[src/rtl/jdc_pkg.sv]
// Shared package of the Julian day number converter: types, pipeline depths,
// calendar constants and the month offset tables. Depends on nothing.
package jdc_pkg;

    localparam int FWD_STAGES = 3;
    localparam int REV_STAGES = 10;
    localparam int LATENCY    = FWD_STAGES + REV_STAGES;

    typedef enum logic {
        REQ_TO_JDN  = 1'b0,
        REQ_TO_DATE = 1'b1
    } t_req_kind;

    localparam logic [3:0]  MONTH_JAN = 4'd1;
    localparam logic [3:0]  MONTH_FEB = 4'd2;

    // The epoch offset of the date conversion with the constant 2 of the
    // Gregorian correction folded in.
    localparam logic [23:0] JDN_BASE        = 24'd1720997;
    localparam logic [23:0] NEG_YEAR_DAYS   = 24'd365;
    localparam logic [10:0] DAYS_4Y         = 11'd1461;
    localparam logic [22:0] GREG_SWITCH_JDN = 23'd2299161;
    localparam logic [24:0] E_OFFSET        = 25'd7468865;
    localparam logic [23:0] F_OFFSET        = 24'd1524;
    localparam logic [27:0] G_OFFSET        = 28'd2442;
    localparam logic [15:0] YEAR_BASE_LATE  = 16'd4716;
    localparam logic [15:0] YEAR_BASE_EARLY = 16'd4715;

    // Division by constants is done as multiplication by a rounded-up
    // reciprocal; each shift is large enough to be exact over the input range.
    localparam int          C_DIV   = 100;
    localparam int          C_SHIFT = 19;
    localparam logic [12:0] C_MULT  = 13'(((64'd1 << C_SHIFT) + C_DIV - 1) / C_DIV);

    localparam int          E_DIV   = 146097;
    localparam int          E_SHIFT = 43;
    localparam logic [25:0] E_MULT  = 26'(((64'd1 << E_SHIFT) + E_DIV - 1) / E_DIV);

    localparam int          G_DIV   = 7305;
    localparam int          G_SHIFT = 41;
    localparam logic [28:0] G_MULT  = 29'(((64'd1 << G_SHIFT) + G_DIV - 1) / G_DIV);

    localparam int          L_DIV   = 25;
    localparam int          L_SHIFT = 17;
    localparam logic [12:0] L_MULT  = 13'(((64'd1 << L_SHIFT) + L_DIV - 1) / L_DIV);

    typedef struct packed {
        t_req_kind   req_type;
        logic [4:0]  day;
        logic [3:0]  month;
        logic [13:0] year;
        logic [22:0] day_number;
    } t_req;

    typedef struct packed {
        logic vld;
        t_req req;
    } t_stage;

    typedef struct packed {
        logic        vld;
        logic [22:0] day_number;
        logic [4:0]  day;
        logic [3:0]  month;
        logic [13:0] year;
        logic        is_valid;
        logic        leap_year;
        logic [2:0]  weekday;
    } t_result;

    // Days before a month in the March-based year: (306001 * idx) / 10000.
    function automatic logic [8:0] mon_off(input logic [4:0] idx);
        logic [8:0] v;
        case (idx)
            5'd0:    v = 9'd0;
            5'd1:    v = 9'd30;
            5'd2:    v = 9'd61;
            5'd3:    v = 9'd91;
            5'd4:    v = 9'd122;
            5'd5:    v = 9'd153;
            5'd6:    v = 9'd183;
            5'd7:    v = 9'd214;
            5'd8:    v = 9'd244;
            5'd9:    v = 9'd275;
            5'd10:   v = 9'd306;
            5'd11:   v = 9'd336;
            5'd12:   v = 9'd367;
            5'd13:   v = 9'd397;
            5'd14:   v = 9'd428;
            5'd15:   v = 9'd459;
            5'd16:   v = 9'd489;
            default: v = 9'd489;
        endcase
        return v;
    endfunction

    // Month index (10000 * fh) / 306001, found by comparing against the
    // offsets; none of the exact quotients is an integer.
    function automatic logic [4:0] month_index(input logic [8:0] fh);
        logic [4:0] cnt;
        cnt = '0;
        for (int k = 1; k <= 16; k++) begin
            if (fh > mon_off(5'(k))) begin
                cnt = cnt + 5'd1;
            end
        end
        return cnt;
    endfunction

endpackage

[src/rtl/julian_day_date_converter_core.sv]
// Top level of the Julian day number converter: command port, forward and
// reverse pipelines. Depends on jdc_pkg, jdc_fwd and jdc_rev.
//
// The core takes one conversion per clock cycle whenever start is high and
// busy is low; busy is high only while reset is asserted. Every transfer
// produces exactly one result (three stages for the date to day number
// path, ten for the day number to date path, which is traversed by both
// request types), shown for one cycle with o_strobe high.
// The receiver must take each result in that cycle; results leave in the
// order in which transfers were accepted.
module julian_day_date_converter_core (
    input  logic        i_clk,
    input  logic        i_rst_n,
    input  logic        start,
    input  logic        i_req_type,
    input  logic [4:0]  i_day_in,
    input  logic [3:0]  i_month_in,
    input  logic [13:0] i_year_in,
    input  logic [22:0] i_day_number_in,
    output logic        busy,
    output logic        o_strobe,
    output logic [22:0] o_day_number_out,
    output logic [4:0]  o_day_out,
    output logic [3:0]  o_month_out,
    output logic [13:0] o_year_out,
    output logic        o_is_valid,
    output logic        o_leap_year,
    output logic [2:0]  o_weekday
);

    jdc_pkg::t_stage  in_item;
    jdc_pkg::t_stage  mid_item;
    jdc_pkg::t_result res;

    assign busy = ~i_rst_n;

    always_comb begin
        in_item.vld            = start & ~busy;
        in_item.req.req_type   = jdc_pkg::t_req_kind'(i_req_type);
        in_item.req.day        = i_day_in;
        in_item.req.month      = i_month_in;
        in_item.req.year       = i_year_in;
        in_item.req.day_number = i_day_number_in;
    end

    jdc_fwd u_fwd (
        .i_clk   (i_clk),
        .i_rst_n (i_rst_n),
        .i_item  (in_item),
        .o_item  (mid_item)
    );

    jdc_rev u_rev (
        .i_clk   (i_clk),
        .i_rst_n (i_rst_n),
        .i_item  (mid_item),
        .o_res   (res)
    );

    assign o_strobe         = res.vld;
    assign o_day_number_out = res.day_number;
    assign o_day_out        = res.day;
    assign o_month_out      = res.month;
    assign o_year_out       = res.year;
    assign o_is_valid       = res.is_valid;
    assign o_leap_year      = res.leap_year;
    assign o_weekday        = res.weekday;

endmodule

[src/rtl/jdc_fwd.sv]
// Date to Julian day number pipeline, three register stages.
// Depends on jdc_pkg.
module jdc_fwd (
    input  logic            i_clk,
    input  logic            i_rst_n,
    input  jdc_pkg::t_stage i_item,
    output jdc_pkg::t_stage o_item
);

    jdc_pkg::t_stage r_s1;
    jdc_pkg::t_stage r_s2;
    jdc_pkg::t_stage r_s3;
    logic            r_neg1;
    logic [26:0]     r_pcent;
    logic [24:0]     r_pa;
    logic [8:0]      r_b;
    logic [23:0]     r_a2;
    logic [23:0]     r_small2;

    logic            n_early;
    logic            n_neg;
    logic [13:0]     n_y2;
    logic [4:0]      n_m2p1;
    logic [26:0]     n_pcent;
    logic [24:0]     n_pa;
    logic [8:0]      n_b;
    logic [7:0]      n_cent;
    logic [23:0]     n_a2;
    logic [23:0]     n_small2;
    logic [23:0]     n_jdn;
    jdc_pkg::t_stage n_s3;

    always_comb begin
        n_early = (i_item.req.month == jdc_pkg::MONTH_JAN) ||
                  (i_item.req.month == jdc_pkg::MONTH_FEB);
        n_neg   = n_early && (i_item.req.year == 14'd0);
        n_y2    = n_early ? (n_neg ? 14'd0 : i_item.req.year - 14'd1) : i_item.req.year;
        n_m2p1  = n_early ? {1'b0, i_item.req.month} + 5'd13
                          : {1'b0, i_item.req.month} + 5'd1;
        n_pcent = 27'(n_y2) * 27'(jdc_pkg::C_MULT);
        n_pa    = 25'(n_y2) * 25'(jdc_pkg::DAYS_4Y);
        n_b     = jdc_pkg::mon_off(n_m2p1);
    end

    always_comb begin
        n_cent   = r_neg1 ? 8'd0 : r_pcent[jdc_pkg::C_SHIFT +: 8];
        n_a2     = r_neg1 ? (24'd0 - jdc_pkg::NEG_YEAR_DAYS) : {1'b0, r_pa[24:2]};
        n_small2 = jdc_pkg::JDN_BASE + 24'(r_s1.req.day) + 24'(r_b)
                 + 24'(n_cent[7:2]) - 24'(n_cent);
    end

    always_comb begin
        n_jdn = r_a2 + r_small2;
        n_s3  = r_s2;
        if (r_s2.req.req_type == jdc_pkg::REQ_TO_JDN) begin
            n_s3.req.day_number = n_jdn[22:0];
        end
    end

    always_ff @(posedge i_clk) begin
        r_neg1   <= n_neg;
        r_pcent  <= n_pcent;
        r_pa     <= n_pa;
        r_b      <= n_b;
        r_a2     <= n_a2;
        r_small2 <= n_small2;
        if (!i_rst_n) begin
            r_s1 <= '0;
            r_s2 <= '0;
            r_s3 <= '0;
        end else begin
            r_s1 <= i_item;
            r_s2 <= r_s1;
            r_s3 <= n_s3;
        end
    end

    assign o_item = r_s3;

endmodule

[src/rtl/jdc_rev.sv]
// Julian day number to date pipeline with validity, leap year and weekday,
// ten register stages. Depends on jdc_pkg.
module jdc_rev (
    input  logic             i_clk,
    input  logic             i_rst_n,
    input  jdc_pkg::t_stage  i_item,
    output jdc_pkg::t_result o_res
);

    jdc_pkg::t_stage  r_pipe [jdc_pkg::REV_STAGES-1];
    logic [2:0]       r_wd   [jdc_pkg::REV_STAGES-1];
    logic             r_greg;
    logic [50:0]      r_pe;
    logic [23:0]      r_f2;
    logic [23:0]      r_f3;
    logic [27:0]      r_xg;
    logic [23:0]      r_f4;
    logic [56:0]      r_pg;
    logic [23:0]      r_f5;
    logic [14:0]      r_g5;
    logic [25:0]      r_ph;
    logic [14:0]      r_g6;
    logic [8:0]       r_fh6;
    logic [14:0]      r_g7;
    logic [8:0]       r_fh7;
    logic [4:0]       r_i7;
    logic [8:0]       r_dd;
    logic [4:0]       r_mm;
    logic [14:0]      r_yy;
    logic [4:0]       r_dd9;
    logic [3:0]       r_mm9;
    logic [14:0]      r_yy9;
    logic [27:0]      r_pl;
    logic             r_valid9;
    jdc_pkg::t_result r_res;

    logic             n_greg;
    logic [24:0]      n_xe;
    logic [50:0]      n_pe;
    logic [2:0]       n_wd;
    logic [7:0]       n_e;
    logic [23:0]      n_f2;
    logic [27:0]      n_xg;
    logic [56:0]      n_pg;
    logic [14:0]      n_g5;
    logic [25:0]      n_ph;
    logic [8:0]       n_fh6;
    logic [4:0]       n_i7;
    logic [8:0]       n_dd;
    logic [4:0]       n_mm;
    logic [15:0]      n_base;
    logic [15:0]      n_g16;
    logic [14:0]      n_yy;
    logic [27:0]      n_pl;
    logic             n_valid9;
    logic [10:0]      n_q25;
    logic             n_div25;
    jdc_pkg::t_result n_res;

    function automatic logic [2:0] mod7(input logic [23:0] x);
        logic [5:0] s1;
        logic [3:0] s2;
        logic [3:0] s3;
        s1 = '0;
        for (int k = 0; k < 8; k++) begin
            s1 = s1 + 6'(x[3*k +: 3]);
        end
        s2 = 4'(s1[5:3]) + 4'(s1[2:0]);
        s3 = (s2 >= 4'd7) ? s2 - 4'd7 : s2;
        return (s3 == 4'd7) ? 3'd0 : s3[2:0];
    endfunction

    always_comb begin
        n_greg = i_item.req.day_number >= jdc_pkg::GREG_SWITCH_JDN;
        n_xe   = {i_item.req.day_number, 2'b00} - jdc_pkg::E_OFFSET;
        n_pe   = 51'(n_xe) * 51'(jdc_pkg::E_MULT);
        n_wd   = mod7({1'b0, i_item.req.day_number} + 24'd1);
    end

    always_comb begin
        n_e  = r_pe[jdc_pkg::E_SHIFT +: 8];
        n_f2 = r_greg ? 24'(r_pipe[0].req.day_number) + 24'd1 + 24'(n_e)
                        - 24'(n_e[7:2]) + jdc_pkg::F_OFFSET
                      : 24'(r_pipe[0].req.day_number) + jdc_pkg::F_OFFSET;
        n_xg = (28'(r_f2) << 4) + (28'(r_f2) << 2) - jdc_pkg::G_OFFSET;
        n_pg = 57'(r_xg) * 57'(jdc_pkg::G_MULT);
        n_g5 = r_pg[jdc_pkg::G_SHIFT +: 15];
        n_ph = 26'(n_g5) * 26'(jdc_pkg::DAYS_4Y);
        n_fh6 = 9'(r_f5 - r_ph[25:2]);
        n_i7 = jdc_pkg::month_index(r_fh6);
    end

    always_comb begin
        n_dd   = r_fh7 - jdc_pkg::mon_off(r_i7);
        n_mm   = (r_i7 < 5'd14) ? r_i7 - 5'd1 : r_i7 - 5'd13;
        n_base = (n_mm > 5'd2) ? jdc_pkg::YEAR_BASE_LATE : jdc_pkg::YEAR_BASE_EARLY;
        n_g16  = 16'(r_g7);
        n_yy   = 15'((n_g16 > n_base) ? n_g16 - n_base : n_base + 16'd1 - n_g16);
    end

    always_comb begin
        n_pl     = 28'(r_yy) * 28'(jdc_pkg::L_MULT);
        n_valid9 = (r_pipe[7].req.req_type == jdc_pkg::REQ_TO_DATE) ||
                   ((r_dd == 9'(r_pipe[7].req.day)) &&
                    (r_mm == 5'(r_pipe[7].req.month)) &&
                    (r_yy == 15'(r_pipe[7].req.year)));
    end

    always_comb begin
        n_q25            = r_pl[jdc_pkg::L_SHIFT +: 11];
        n_div25          = (15'(n_q25) * 15'(jdc_pkg::L_DIV)) == r_yy9;
        n_res.vld        = r_pipe[8].vld;
        n_res.day_number = r_pipe[8].req.day_number;
        n_res.day        = r_dd9;
        n_res.month      = r_mm9;
        n_res.year       = r_yy9[13:0];
        n_res.is_valid   = r_valid9;
        n_res.leap_year  = (r_yy9[1:0] == 2'd0) && (!n_div25 || (r_yy9[3:0] == 4'd0));
        n_res.weekday    = r_wd[8];
    end

    always_ff @(posedge i_clk) begin
        r_wd[0]   <= n_wd;
        for (int k = 1; k < jdc_pkg::REV_STAGES - 1; k++) begin
            r_wd[k]   <= r_wd[k-1];
        end
        r_greg   <= n_greg;
        r_pe     <= n_pe;
        r_f2     <= n_f2;
        r_f3     <= r_f2;
        r_xg     <= n_xg;
        r_f4     <= r_f3;
        r_pg     <= n_pg;
        r_f5     <= r_f4;
        r_g5     <= n_g5;
        r_ph     <= n_ph;
        r_g6     <= r_g5;
        r_fh6    <= n_fh6;
        r_g7     <= r_g6;
        r_fh7    <= r_fh6;
        r_i7     <= n_i7;
        r_dd     <= n_dd;
        r_mm     <= n_mm;
        r_yy     <= n_yy;
        r_dd9    <= r_dd[4:0];
        r_mm9    <= r_mm[3:0];
        r_yy9    <= r_yy;
        r_pl     <= n_pl;
        r_valid9 <= n_valid9;
        if (!i_rst_n) begin
            for (int k = 0; k < jdc_pkg::REV_STAGES - 1; k++) begin
                r_pipe[k] <= '0;
            end
            r_res <= '0;
        end else begin
            r_pipe[0] <= i_item;
            for (int k = 1; k < jdc_pkg::REV_STAGES - 1; k++) begin
                r_pipe[k] <= r_pipe[k-1];
            end
            r_res <= n_res;
        end
    end

    assign o_res = r_res;

endmodule

[config.mk]
export PLATFORM = sky130hd
export DESIGN_NAME = julian_day_date_converter_core
export DESIGN_NICKNAME = d
export VERILOG_FILES = /design/src/rtl/jdc_pkg.sv /design/src/rtl/julian_day_date_converter_core.sv /design/src/rtl/jdc_fwd.sv /design/src/rtl/jdc_rev.sv
export SDC_FILE = /design/constraint.sdc
export NUM_CORES = 2
export LEC_CHECK = 0
export BUFFER_PORTS_ARGS = -buffer_cell sky130_fd_sc_hd__buf_2
export CAP_MARGIN = 30
export CORE_MARGIN = 4
export CORE_UTILIZATION = 45
export DETAILED_ROUTE_END_ITERATION = 10
export GPL_TIMING_DRIVEN = 0
export PLACE_DENSITY = 0.6
export SYNTH_ARGS = -nofsm -noshare
export SYNTH_HDL_FRONTEND = slang
export SYNTH_HIERARCHICAL = 1
export SYNTH_SLANG_ARGS = --single-unit
[constraint.sdc]
create_clock -name i_clk -period 9 [get_ports i_clk]
set_input_delay 0.9 -clock i_clk [delete_from_list [all_inputs] [get_ports i_clk]]
set_output_delay 0.9 -clock i_clk [all_outputs]
set_load 0.005 [all_outputs]
==> impl_metrics.json <==
{
  "status": "complete, no violations",
  "seq_area_frac_synth_pct": 28.05,
  "wirelength_um": 145900,
  "clk_latency_ps": 680,
  "met3_usage_pct": 2.249,
  "die_w_um": 398.0,
  "syn-instance-count": 6576,
  "finClkSkew_ps": 30.85,
  "gp_congestion": 0.8907,
  "crit_required_ps": 9540,
  "die_y_um": 398.0,
  "grt.met2_usage_pct": 32.86,
  "fin_crit_sh_pct": 99.00,
  "area_delta_synth_final_pct": 10.90,
  "hp-class": "flop to flop",
  "async_flop_share_pct": 0,
  "cts_max_path_buffers": 3,
  "cts_root_buf": "clkbuf_16",
  "crit_buf_inv": 3,
  "endpoint_kind": "flop",
  "start_util_pct": 45.48,
  "hold_violations": 0,
  "synth_edf_count": 0,
  "busiest_layer": "met2",
  "io_pins": 103,
  "gr-usage-all-layers_pct": 19.14,
  "netlist_area_um2": 68440,
  "synth_seq_cells": 959,
  "clk_pin_slew_ps": 60,
  "die_area_um2": 158400,
  "critPathKind": "flop to flop",
  "core_area_um2": 150500,
  "drive_gt1_share_pct": 7.090,
  "antenna_found_initial": 7,
  "path_max_fanout": 8,
  "cts_max_level": 3,
  "grt_overflow": 0,
  "yosys_warnings": 6,
  "drt_iter0_markers": 1672,
  "max_cap_violations": 0,
  "grt_pass1_vias": 45882,
  "synth.distinct_cells": 98,
  "wl_per_cell_um": 16.37,
  "report.final.slew_viol_count": 0,
  "cpMaxStageDelayCell": "or4_4",
  "via_per_inst": 4.805,
  "fmax_mhz": 112.2,
  "place_inst": 8702,
  "grt_start_max_net_pins": 18,
  "grt_use_met1_pct": 25.88,
  "num_rows": 142,
  "fin_cells": 8914,
  "path_delay_family": "compound AO/OA/AOI/OAI gates",
  "dp_hpwl_um": 121400,
  "synth_area_per_cell_um2": 10.41,
  "cp.arrival_ps": 9450,
  "worst_pin_slew_ps": 965.7,
  "rsz0062_at_grt": "true",
  "ys.flop_type": "dfxtp_1",
  "ctsHoldBuffers": 0,
  "drt-pass1-iter-count": 5,
  "finalCriticalPeriod_ps": 8910,
  "final-setup-viol-count": 0,
  "crit_path_start_kind": "flop",
  "cts.sinks": 959,
  "drc": 0,
  "final_cell_mix": "inv_1 (1369), ha_1 (1030), dfxtp_1 (945), fa_1 (786), and2_1 (603)",
  "nets": 8694,
  "io_buffers": 102,
  "num_vias": 42832,
  "syn_nets": 8453,
  "cts_tree": "built",
  "slew_headroom_pct": 34.94,
  "grt_pass1_wl_um": 242400,
  "antenna_left": 0,
  "critPathMaxStageDelay_ps": 600,
  "final_common_cell": "inv_1",
  "numCtsBuffers": 97
}
[cell usage after synthesis, types with 6 or more instances]
master    number  area, um2
o21a_1        22      165.2
buf_2         11      55.05
and2_1       606       3791
nand4_1       52      325.3
o22ai_1        7      43.79
xnor2_1      221       1936
nor2_1       189      709.4
mux2i_1       14      140.1
a31oi_1       14      87.58
a41oi_1       12      105.1
mux2_2         6      67.56
o31ai_1       17      127.6
a21oi_1      161      805.8
o21bai_1      16      120.1
nand3_1       54      270.3
and3_1        24      150.1
a211oi_1      18      135.1
o211ai_1      12      90.09
a211o_1       12      105.1
nor3b_1       10      75.07
nand2b_1      21      131.4
o21ai_0      129      645.6
ha_1        1041      13020
o21ai_1        8      40.04
o41ai_1        7      61.31
xor2_1       109      954.7
dfxtp_1      959      19200
nand2_1      154      578.1
clkbuf_1     104      390.4
o221ai_1       6      52.55
fa_1         786      15740
or3_1         11      68.82
or4_1         11      82.58
inv_1       1373       5154
nor2b_1       36      225.2
or2_2         30      187.7
a21boi_0      12      90.09
a21o_1        95      713.2
nor4_1        19      118.9
nor3_1        53      265.3
[area by class of cell]
| cell class | count | area, um2 |
|---|---|---|
| Multi-Input combinational cell | 4117 | 44150 |
| Clock inverter | 44 | 656.9 |
| Antenna cell | 1 | 2.502 |
| Buffer | 113 | 485.5 |
| Clock buffer | 135 | 2780 |
| Timing Repair Buffer | 154 | 908.4 |
| Fill cell | 13851 | 74590 |
| Sequential cell | 959 | 19230 |
| Tap cell | 2016 | 2522 |
| Inverter | 1375 | 5166 |
[repair_timing]
action	CTS	global route
resized for setup	64	61
setup endpoints to repair	20	17
setup buffers	20	23
cloned	1	0
pin swaps	29	36
[kinds of logic after synthesis]
| kind of cell | Yosys count | share of synthesized area, % |
|---|---|---|
| AOI/OAI and AO/OA | 630 | 6.075 |
| xor gates and xnor gates | 345 | 4.680 |
| adders and majority gates | 1830 | 42.07 |
| buffers and inverters | 1501 | 8.326 |
| DFF | 959 | 28.05 |
| muxes | 20 | 0.3035 |
| and+or+nand+nor | 1291 | 10.50 |
[worst paths after layout]
check	from	slack [ps]	endpoint	depth (start not counted)
setup / recovery	u_rev/r_fh6[3]$_DFF_P_	90	flop	41
hold / removal	u_rev/r_g5[4]$_DFF_P_	310	u_rev/r_g6[4]$_DFF_P_	0
setup reg to reg	u_rev/r_fh6[3]$_DFF_P_	90	flop	41
hold reg to reg	u_rev/r_g5[4]$_DFF_P_	310	u_rev/r_g6[4]$_DFF_P_	0
[stage by stage]
step                hold slack, ps  setup WS (ps)  instance area [um2]  TNS, ps  util, %
CTS                          302.5          25.26                75520        0    50.18
detailed placement           312.1          -1931                71580   -23190    47.57
floorplan                    309.6          1.024                68490        0        -
global placement             311.2          -2403                71520   -26530    47.53
finish                       306.7          90.04                75900        0    50.44
global route                 308.2         -253.3                75900    -2493    50.43
[worst reg2reg max path, delay by kind of cell, from the launching register on]
family	cells	cell delay (ps)
AO/OA/AOI/OAI	15	3100
AND/OR/NAND/NOR	11	2510
adder cells (fa/ha/maj)	7	1890
XOR/XNOR	5	750
flip-flops	1	320
buffers and inverters	3	220
[state kept, by name (all words and copies together) (netlist names), 11 cells and up, named ones only]
register,flops
u_rev/r_pipe,408
u_rev/o_res,52
u_fwd/o_item,48
u_fwd/r_s1,48
u_rev/r_wd,27
u_rev/r_xg,26
u_fwd/n_s3,25
u_rev/r_f2,24
u_fwd/r_a2,23
u_fwd/r_pa,23
u_fwd/r_s2,23
u_rev/r_g6,15
u_rev/r_g7,15
u_rev/r_pg,15
u_rev/r_yy,15
u_rev/r_yy9,14
u_rev/r_g5,13
u_fwd/r_small2,12
u_rev/r_pl,12
u_rev/r_ph,11
[metal layers]
metal | wire [um] | share of wire [%]
met1 | 67710 | 46
met2 | 70220 | 48
met3 | 4761 | 3.3
met4 | 3233 | 2.2
met5 | 26 | 0.018
Power is left out: the tool's default activity adds up to more than one toggle a clock period on the data nets, which glitch-free logic cannot reach.
